`src/hdl/stl_pkg.sv`:
```
package stl_pkg;

  // Token kinds as they appear on the result channel
  typedef enum logic [3:0] {
    KIND_WORD       = 4'd0,
    KIND_QUOTED     = 4'd1,
    KIND_PIPE       = 4'd2,
    KIND_BACKGROUND = 4'd3,
    KIND_FILEOUT    = 4'd4,
    KIND_TCPOUT     = 4'd5,
    KIND_FILEIN     = 4'd6,
    KIND_TCPIN      = 4'd7,
    KIND_SEMICOLON  = 4'd8,
    KIND_NEWLINE    = 4'd9,
    KIND_EOF        = 4'd10,
    KIND_ERROR      = 4'd11
  } token_kind_e;

  // Lexer mode, one-hot
  typedef enum logic [7:0] {
    MODE_IDLE      = 8'b0000_0001,
    MODE_COMMENT   = 8'b0000_0010,
    MODE_WORD      = 8'b0000_0100,
    MODE_WORD_ESC  = 8'b0000_1000,
    MODE_QUOTE     = 8'b0001_0000,
    MODE_QUOTE_ESC = 8'b0010_0000,
    MODE_GT        = 8'b0100_0000,
    MODE_LT        = 8'b1000_0000
  } lex_mode_e;

  localparam int unsigned StartW = 12;
  localparam int unsigned LenW   = 13;

  localparam logic [7:0] CH_NUL   = 8'h00;
  localparam logic [7:0] CH_TAB   = 8'h09;
  localparam logic [7:0] CH_LF    = 8'h0A;
  localparam logic [7:0] CH_VT    = 8'h0B;
  localparam logic [7:0] CH_FF    = 8'h0C;
  localparam logic [7:0] CH_CR    = 8'h0D;
  localparam logic [7:0] CH_SPACE = 8'h20;
  localparam logic [7:0] CH_HASH  = 8'h23;
  localparam logic [7:0] CH_AMP   = 8'h26;
  localparam logic [7:0] CH_QUOTE = 8'h27;
  localparam logic [7:0] CH_SEMI  = 8'h3B;
  localparam logic [7:0] CH_LT    = 8'h3C;
  localparam logic [7:0] CH_GT    = 8'h3E;
  localparam logic [7:0] CH_AT    = 8'h40;
  localparam logic [7:0] CH_BSLASH = 8'h5C;
  localparam logic [7:0] CH_PIPE  = 8'h7C;

  typedef struct packed {
    token_kind_e        kind;
    logic [StartW-1:0]  start;
    logic [LenW-1:0]    length;
    logic               last;
  } token_t;

  // Results of one lexer step, handed to the result queue
  typedef struct packed {
    logic [1:0] count;
    token_t     first;
    token_t     second;
  } token_push_t;

endpackage

```
`src/hdl/stl_lexer.sv`:
```
module stl_lexer #(
  parameter int unsigned MAX_LINE = 4096
) (
  input  logic                 clk_i,
  input  logic                 rst_ni,
  input  logic                 step_en_i,
  input  logic [7:0]           char_code_i,
  output stl_pkg::token_push_t push_o
);
  import stl_pkg::*;

  localparam int unsigned PosW = $clog2(MAX_LINE + 1);
  localparam logic [PosW-1:0] PosMax = PosW'(MAX_LINE);
  localparam logic [PosW:0] StartMax = (PosW + 1)'(MAX_LINE - 1);

  lex_mode_e       mode_q, mode_d;
  logic [PosW-1:0] pos_q, pos_d;
  logic [PosW-1:0] beg_q, beg_d;

  function automatic logic [PosW-1:0] bump(input logic [PosW-1:0] p);
    return (p < PosMax) ? p + 1'b1 : p;
  endfunction

  function automatic logic [PosW-1:0] span(input logic [PosW-1:0] p,
                                           input logic [PosW-1:0] b);
    return (p >= b) ? p - b : '0;
  endfunction

  function automatic logic is_plain(input logic [7:0] c);
    logic r;
    case (c)
      CH_SPACE, CH_TAB, CH_LF, CH_VT, CH_FF, CH_CR, CH_SEMI, CH_PIPE,
      CH_GT, CH_LT, CH_QUOTE, CH_AMP, CH_NUL, CH_HASH: r = 1'b0;
      default: r = 1'b1;
    endcase
    return r;
  endfunction

  // Clamp start to the last line position, then fit the field
  function automatic token_t make_tok(input token_kind_e k,
                                      input logic [PosW:0] s,
                                      input logic [PosW-1:0] l);
    token_t   t;
    logic [PosW:0] sc;
    logic [31:0] sw;
    logic [31:0] lw;
    sc = (s > StartMax) ? StartMax : s;
    sw = 32'(sc);
    lw = 32'(l);
    t.kind   = k;
    t.start  = sw[StartW-1:0];
    t.length = lw[LenW-1:0];
    t.last   = 1'b0;
    return t;
  endfunction

  token_t          pre_tok, idle_tok;
  logic            pre_v, idle_v, do_idle;
  logic [PosW-1:0] qspan;

  always_comb begin
    mode_d   = mode_q;
    pos_d    = pos_q;
    beg_d    = beg_q;
    pre_v    = 1'b0;
    idle_v   = 1'b0;
    do_idle  = 1'b0;
    pre_tok  = make_tok(KIND_EOF, '0, '0);
    idle_tok = make_tok(KIND_EOF, '0, '0);
    qspan    = span(bump(pos_q), beg_q);

    case (mode_q)
      MODE_COMMENT: begin
        if (char_code_i == CH_LF || char_code_i == CH_NUL) do_idle = 1'b1;
        else pos_d = bump(pos_q);
      end
      MODE_WORD: begin
        if (char_code_i == CH_BSLASH) begin
          mode_d = MODE_WORD_ESC;
        end else if (is_plain(char_code_i)) begin
          pos_d = bump(pos_q);
        end else begin
          pre_v   = 1'b1;
          pre_tok = make_tok(KIND_WORD, {1'b0, beg_q}, span(pos_q, beg_q));
          do_idle = 1'b1;
        end
      end
      MODE_WORD_ESC, MODE_QUOTE_ESC: begin
        if (char_code_i == CH_NUL) begin
          pre_v   = 1'b1;
          pre_tok = make_tok(KIND_ERROR, {1'b0, beg_q}, span(pos_q, beg_q));
          do_idle = 1'b1;
        end else begin
          pos_d  = bump(pos_q);
          mode_d = (mode_q == MODE_WORD_ESC) ? MODE_WORD : MODE_QUOTE;
        end
      end
      MODE_QUOTE: begin
        if (char_code_i == CH_NUL) begin
          pre_v   = 1'b1;
          pre_tok = make_tok(KIND_ERROR, {1'b0, beg_q}, span(pos_q, beg_q));
          do_idle = 1'b1;
        end else if (char_code_i == CH_BSLASH) begin
          mode_d = MODE_QUOTE_ESC;
        end else if (char_code_i == CH_QUOTE) begin
          pos_d   = bump(pos_q);
          pre_v   = 1'b1;
          pre_tok = make_tok(KIND_QUOTED, {1'b0, beg_q} + 1'b1,
                             (qspan >= PosW'(2)) ? qspan - PosW'(2) : '0);
          mode_d  = MODE_IDLE;
        end else begin
          pos_d = bump(pos_q);
        end
      end
      MODE_GT, MODE_LT: begin
        pre_v = 1'b1;
        if (char_code_i == CH_AT) begin
          pos_d   = bump(pos_q);
          pre_tok = make_tok((mode_q == MODE_GT) ? KIND_TCPOUT : KIND_TCPIN,
                             {1'b0, beg_q}, PosW'(2));
          mode_d  = MODE_IDLE;
        end else begin
          pre_tok = make_tok((mode_q == MODE_GT) ? KIND_FILEOUT : KIND_FILEIN,
                             {1'b0, beg_q}, PosW'(1));
          do_idle = 1'b1;
        end
      end
      default: do_idle = 1'b1;
    endcase

    // Between tokens: the position is untouched by every path that lands here
    if (do_idle) begin
      mode_d = MODE_IDLE;
      case (char_code_i)
        CH_SPACE, CH_TAB, CH_CR: pos_d = bump(pos_q);
        CH_HASH: begin
          mode_d = MODE_COMMENT;
          pos_d  = bump(pos_q);
        end
        CH_NUL: begin
          idle_v   = 1'b1;
          idle_tok = make_tok(KIND_EOF, '0, '0);
          pos_d    = '0;
          beg_d    = '0;
        end
        CH_BSLASH: begin
          beg_d  = pos_q;
          mode_d = MODE_WORD_ESC;
        end
        CH_QUOTE: begin
          beg_d  = pos_q;
          pos_d  = bump(pos_q);
          mode_d = MODE_QUOTE;
        end
        CH_GT: begin
          beg_d  = pos_q;
          pos_d  = bump(pos_q);
          mode_d = MODE_GT;
        end
        CH_LT: begin
          beg_d  = pos_q;
          pos_d  = bump(pos_q);
          mode_d = MODE_LT;
        end
        CH_PIPE, CH_AMP, CH_SEMI, CH_LF, CH_VT, CH_FF: begin
          idle_v = 1'b1;
          pos_d  = bump(pos_q);
          case (char_code_i)
            CH_PIPE: idle_tok = make_tok(KIND_PIPE, {1'b0, pos_q}, PosW'(1));
            CH_AMP:  idle_tok = make_tok(KIND_BACKGROUND, {1'b0, pos_q}, PosW'(1));
            CH_SEMI: idle_tok = make_tok(KIND_SEMICOLON, {1'b0, pos_q}, PosW'(1));
            CH_LF:   idle_tok = make_tok(KIND_NEWLINE, {1'b0, pos_q}, PosW'(1));
            default: idle_tok = make_tok(KIND_ERROR, {1'b0, pos_q}, PosW'(1));
          endcase
        end
        default: begin
          beg_d  = pos_q;
          pos_d  = bump(pos_q);
          mode_d = MODE_WORD;
        end
      endcase
    end

    push_o.count  = 2'(pre_v) + 2'(idle_v);
    push_o.first  = pre_v ? pre_tok : idle_tok;
    push_o.second = idle_tok;
    push_o.first.last  = !(pre_v && idle_v);
    push_o.second.last = 1'b1;
  end

  always_ff @(posedge clk_i or negedge rst_ni) begin
    if (!rst_ni) begin
      mode_q <= MODE_IDLE;
      pos_q  <= '0;
      beg_q  <= '0;
    end else if (step_en_i) begin
      mode_q <= mode_d;
      pos_q  <= pos_d;
      beg_q  <= beg_d;
    end
  end

endmodule

```
`src/hdl/stl_out_queue.sv`:
```
module stl_out_queue (
  input  logic                 clk_i,
  input  logic                 rst_ni,
  input  logic                 push_en_i,
  input  stl_pkg::token_push_t push_i,
  output logic                 room_o,
  output logic                 valid_o,
  input  logic                 ready_i,
  output stl_pkg::token_t      token_o
);
  import stl_pkg::*;

  localparam int unsigned Depth = 4;

  token_t     slots_q [Depth];
  logic [1:0] wr_q, rd_q;
  logic [2:0] cnt_q, cnt_d;
  logic [1:0] n_push;
  logic       pop;

  assign n_push  = push_en_i ? push_i.count : 2'd0;
  assign pop     = (cnt_q != 3'd0) && ready_i;
  assign cnt_d   = cnt_q + 3'(n_push) - 3'(pop);
  // Room for two more items regardless of a pop this cycle
  assign room_o  = (cnt_q <= 3'd2);
  assign valid_o = (cnt_q != 3'd0);
  assign token_o = slots_q[rd_q];

  always_ff @(posedge clk_i) begin
    if (n_push != 2'd0) slots_q[wr_q] <= push_i.first;
    if (n_push == 2'd2) slots_q[wr_q + 2'd1] <= push_i.second;
  end

  always_ff @(posedge clk_i or negedge rst_ni) begin
    if (!rst_ni) begin
      wr_q  <= '0;
      rd_q  <= '0;
      cnt_q <= '0;
    end else begin
      wr_q  <= wr_q + n_push;
      rd_q  <= rd_q + 2'(pop);
      cnt_q <= cnt_d;
    end
  end

endmodule

```
`src/hdl/shell_token_lexer.sv`:
```
// Channel   Dir  Handshake                  Payload
// s_axis    in   s_axis_tvalid/tready       tdata[7:0] char_code
// m_axis    out  m_axis_tvalid/tready       tdata[3:0] token_kind, [15:4] token_start,
//                                           [28:16] token_length; tlast last_of_run
//
// One byte per cycle while the result queue has room; a byte that yields two
// tokens (an open token closed by a delimiter that is a token itself, or end
// of line) writes both into the result queue at once, and they leave it in turn.
// The byte register feeds the combinational lexer, whose tokens are registered in the queue.
// Reset clears mode, positions and the queue; no clearing pass is needed.
// A stalled output backs up through the four-entry queue into the byte register.
module shell_token_lexer #(
  parameter int unsigned MAX_LINE = 4096
) (
  input  logic        clk_i,
  input  logic        rst_ni,
  input  logic        s_axis_tvalid_i,
  output logic        s_axis_tready_o,
  input  logic [7:0]  s_axis_tdata_i,   // [7:0] char_code
  output logic        m_axis_tvalid_o,
  input  logic        m_axis_tready_i,
  output logic [31:0] m_axis_tdata_o,   // [3:0] token_kind, [15:4] token_start,
                                        // [28:16] token_length, [31:29] zero
  output logic        m_axis_tlast_o
);
  import stl_pkg::*;

  logic        in_valid_q;
  logic [7:0]  in_byte_q;
  logic        step_en;
  logic        room;
  token_push_t push;
  token_t      tok;

  // Advance the lexer only when the queue can absorb both possible tokens
  assign step_en         = in_valid_q && room;
  assign s_axis_tready_o = !in_valid_q || step_en;

  // Input register: hold the byte until the lexer takes it
  always_ff @(posedge clk_i or negedge rst_ni) begin
    if (!rst_ni) begin
      in_valid_q <= 1'b0;
    end else if (s_axis_tready_o) begin
      in_valid_q <= s_axis_tvalid_i;
    end
  end

  always_ff @(posedge clk_i) begin
    if (s_axis_tready_o && s_axis_tvalid_i) in_byte_q <= s_axis_tdata_i;
  end

  stl_lexer #(
    .MAX_LINE(MAX_LINE)
  ) u_lexer (
    .clk_i      (clk_i),
    .rst_ni     (rst_ni),
    .step_en_i  (step_en),
    .char_code_i(in_byte_q),
    .push_o     (push)
  );

  stl_out_queue u_queue (
    .clk_i    (clk_i),
    .rst_ni   (rst_ni),
    .push_en_i(step_en),
    .push_i   (push),
    .room_o   (room),
    .valid_o  (m_axis_tvalid_o),
    .ready_i  (m_axis_tready_i),
    .token_o  (tok)
  );

  // Pack the item, first field lowest
  assign m_axis_tdata_o = {3'b000, tok.length, tok.start, tok.kind};
  assign m_axis_tlast_o = tok.last;

endmodule
```
`config.mk`:
```
export PLATFORM = sky130hd
export DESIGN_NAME = shell_token_lexer
export DESIGN_NICKNAME = d
export VERILOG_FILES = /design/src/hdl/stl_pkg.sv /design/src/hdl/stl_lexer.sv /design/src/hdl/stl_out_queue.sv /design/src/hdl/shell_token_lexer.sv
export SDC_FILE = /design/constraint.sdc
export NUM_CORES = 1
export LEC_CHECK = 0
export ABC_AREA = 1
export BUFFER_PORTS_ARGS = -buffer_cell sky130_fd_sc_hd__buf_4
export CAP_MARGIN = 10
export CORE_MARGIN = 2
export CORE_UTILIZATION = 38
export CTS_CLUSTER_DIAMETER = 30
export CTS_CLUSTER_SIZE = 12
export DETAILED_ROUTE_END_ITERATION = 10
export GPL_ROUTABILITY_DRIVEN = 0
export SYNTH_ARGS = -nofsm -noshare
export SYNTH_HDL_FRONTEND = slang
export SYNTH_SLANG_ARGS = --single-unit
```
`constraint.sdc`:
```
create_clock -name clk_i -period 7.7 [get_ports clk_i]
set_clock_uncertainty 0.1 [all_clocks]
set_input_delay 0.77 -clock clk_i [delete_from_list [all_inputs] [get_ports clk_i]]
set_output_delay 0.77 -clock clk_i [all_outputs]
set_load 0.1 [all_outputs]
```
==> results.json <==
{
  "netlist.area_leader.share_pct": 18.2,
  "grt_max_degree": 61,
  "synth-edff-count": 72,
  "ys_types": 55,
  "yosysMostFrequentCell": "nand2_1",
  "crit_path_end_kind": "flip-flop",
  "antenna_left": 0,
  "cts_setup_buffers": 0,
  "tritoncts": "yes",
  "route.detailed.drc": 0,
  "grt_pass1_wl_um": 56500,
  "stdcell_count": 2062,
  "worst_hold_slack_ns": 0.220,
  "wl_per_cell_um": 17.2,
  "synthCells": 1651,
  "period_share_pct": 65.0,
  "gr-total-overflow": 0,
  "crit_buf_inv": 6,
  "multi_input_area_um2": 6570,
  "seqPwrFrac_pct": 18.0,
  "ys_ff_latch": 170,
  "drt_iter0_drc": 1426,
  "antenna_cells": 0,
  "synth_top_cell_by_area": "edfxtp_1",
  "initial_core_util_pct": 38.8,
  "fmax_mhz": 200,
  "peakVddDrop_mv": 0.276,
  "post_cts_resize_count": 0,
  "maxSlewViolCount": 0,
  "num-fill-cells": 3192,
  "worstPathMaxFanout": 32,
  "period_needed_ns": 5.01,
  "leakage_nw": 5.90,
  "drive_above_1_share_pct": 12.4,
  "die_w_um": 181,
  "cts_sinks": 170,
  "ys_seq_area_share_pct": 36.5,
  "cp.arrival_ns": 5.24,
  "worstMarginPinSlew_ns": 1.18,
  "ioPinCount": 47,
  "hold_viol": 0,
  "crit_slowest_cell": "nand2_2",
  "power_switching_share_pct": 58.8,
  "crit_family": "simple AND/OR/NAND/NOR gates",
  "clock_latency_ns": 0.44,
  "path_clk_slew_ns": 0.07,
  "die-area_um2": 32700,
  "cp.required_ns": 7.93,
  "drt-total-wl_um": 35500,
  "path_cells": "nor2_2 -> nand3_2 -> nor3_2 -> inv_1 -> nand2_1 -> nor2_1 -> nand3_2 -> nand2_4 -> nand3_4 -> nand2_1 -> inv_1 -> nor2_1 -> inv_1 -> ha_1 -> inv_1 -> nor2_2 -> inv_2 -> nor2_2 -> nand2_1 -> nand2_2 -> inv_2 -> nand2_1 -> o21ai_0",
  "root_buffer": "clkbuf_16",
  "area.sequential_um2": 4340,
  "clock_path_buffers": 2,
  "first_pass_iters": 6,
  "dp_cells": 2030,
  "via_count": 11300,
  "combPwrFrac_pct": 68.9,
  "row_count": 64,
  "ys_top_cells_by_area": "edfxtp_1 (18%), nand2_1 (14%), dfxtp_1 (9.4%), dfrtp_1 (8.6%), nand3_1 (6.3%)",
  "yosysWarnings": 0,
  "core-area_um2": 30700,
  "p_sw_w": 0.00369,
  "portBuffers": 43,
  "maxCapViolations": 0,
  "post-dp-hpwl_um": 26300,
  "via_per_inst": 5.48,
  "setup_viol": 0,
  "clkPwrFrac_pct": 13.1,
  "fin_nets": 1704,
  "area_growth_pct": 8.87,
  "grt_antenna_before_repair": 0,
  "synthesis.area_um2": 11900,
  "cts_inserted_buffers": 17,
  "synth_area_per_cell_um2": 7.20,
  "hold_buffers": 0,
  "ys_async_sr_fraction_pct": 24.7,
  "htreeDepth": 4,
  "worstSetupPathType": "reg -> reg",
  "p_int_w": 0.00258,
  "grt_pass1_vias": 10300,
  "hp-class": "in -> async",
  "status": "finished, final reports clean",
  "powerDensity_nw_per_um2": 484,
  "rsz0062_at_grt": "false",
  "slowest_delay_ns": 0.62,
  "fin_setup_tns_ns": 0,
  "die_h_um": 181,
  "synth-main-ff-cell": "edfxtp_1",
  "track_usage_pct": 21.5,
  "max-slew-margin-rel_pct": 21.4,
  "netlist_top_cells_count": "nand2_1 (444), nand3_1 (149), nor2_1 (142)",
  "start_kind": "flip-flop"
}
sequential cells by signal (all words and copies together), names as in the netlist:
| name | cells |
|---|---|
| u_lexer.pos_q | 13 |
| u_lexer.beg_q | 13 |
| u_queue.rd_q | 2 |
| in_byte_q | 8 |
| u_queue.cnt_q | 3 |
| u_lexer.mode_q | 8 |
| u_queue.wr_q | 2 |
| u_queue.slots_q | 120 |
| in_valid_q | 1 |
worst register-to-register path: stages (launching register included):
cell	delay [ns]
edfxtp_1	0.41
nor2_2	0.23
nand3_2	0.14
nor3_2	0.27
inv_1	0.17
nand2_1	0.09
nor2_1	0.05
nand3_2	0.11
nand2_4	0.11
nand3_4	0.44
nand2_1	0.16
inv_1	0.20
nor2_1	0.06
inv_1	0.06
ha_1	0.14
inv_1	0.05
nor2_2	0.30
inv_2	0.09
nor2_2	0.18
nand2_1	0.44
nand2_2	0.62
inv_2	0.28
nand2_1	0.12
o21ai_0	0.07
final cells by class:
cell class | instances | area share, %
Multi-Input combinational cell | 1250 | 50.7
Inverter | 164 | 4.78
Clock inverter | 11 | 0.667
Tap cell | 396 | 3.83
Sequential cell | 170 | 33.5
Clock buffer | 21 | 3.59
Timing Repair Buffer | 50 | 2.90
per-stage QoR:
step | total power (W) | worst slack, ns | util [%] | instance area [um2]
CTS | 0.00625 | 2.73 | 42.2 | 12900
global route | 0.00672 | 2.27 | 42.2 | 12900
detailed placement | 0.00542 | 2.79 | 40.4 | 12400
floorplan | 0.00460 | 3.99 | - | 11900
finish | 0.00627 | 2.69 | 42.2 | 12900
global placement | 0.00542 | 2.84 | 40.4 | 12400
cell usage in the layout, fill, tap and decap left out, types with 17 or more instances in the layout:
cell and count:
nand2_2 30, a21oi_1 46, inv_1 134, buf_4 50, nor2_1 141, dfxtp_1 56, clkbuf_16 17, o21ai_0 121
nand2_1 444, ha_1 36, nand3_1 149, nor2_2 19, o22ai_1 41, o21ai_1 49, dfrtp_1 40, inv_2 28
edfxtp_1 72, xor2_1 21, nand4_1 24
final timing paths:
kind                                  startpoint                endpoint  slack, ns  cells after the start
setup / recovery                    in_byte_q[7]  u_queue.slots_q[0][28]       2.69                     23
hold / removal                            rst_ni       u_lexer.mode_q[6]       0.22                      1
setup reg to reg                    in_byte_q[7]  u_queue.slots_q[0][28]       2.69                     23
hold reg to reg            u_queue.slots_q[0][4]   u_queue.slots_q[0][4]       0.35                      2
max in group asynchronous                 rst_ni         u_queue.rd_q[0]       6.86                      1
min in group clk_i         u_queue.slots_q[0][4]   u_queue.slots_q[0][4]       0.35                      2
layer usage:
metal	share of wire, %	global-route usage, %	vias up
met5	0	0	-
met4	2.3	6.39	0
met3	7.2	3.47	56
met2	43	32.4	458
met1	48	31.7	5269
li1	-	-	5518
power by group through the flow:
stage	clock (W)	combinational, W	sequential (W)
CTS	0.000831	0.00429	0.00113
detailed placement	0	0.00428	0.00115
global route	0.000870	0.00471	0.00114
floorplan	0	0.00350	0.00109
finish	0.000820	0.00432	0.00113
global placement	0	0.00427	0.00115
cells by family after synthesis:
family / after synthesis / synth area share (%)
AOI/OAI and AO/OA: 309 / 14.9
xor gates and xnor gates: 32 / 2.36
adders and majority gates: 39 / 4.29
buffers and inverters: 233 / 8.38
DFF: 170 / 36.5
other: 1 / 0.0315
and+or+nand+nor: 867 / 33.6
No activity file was read; power rests on OpenSTA's default activity.
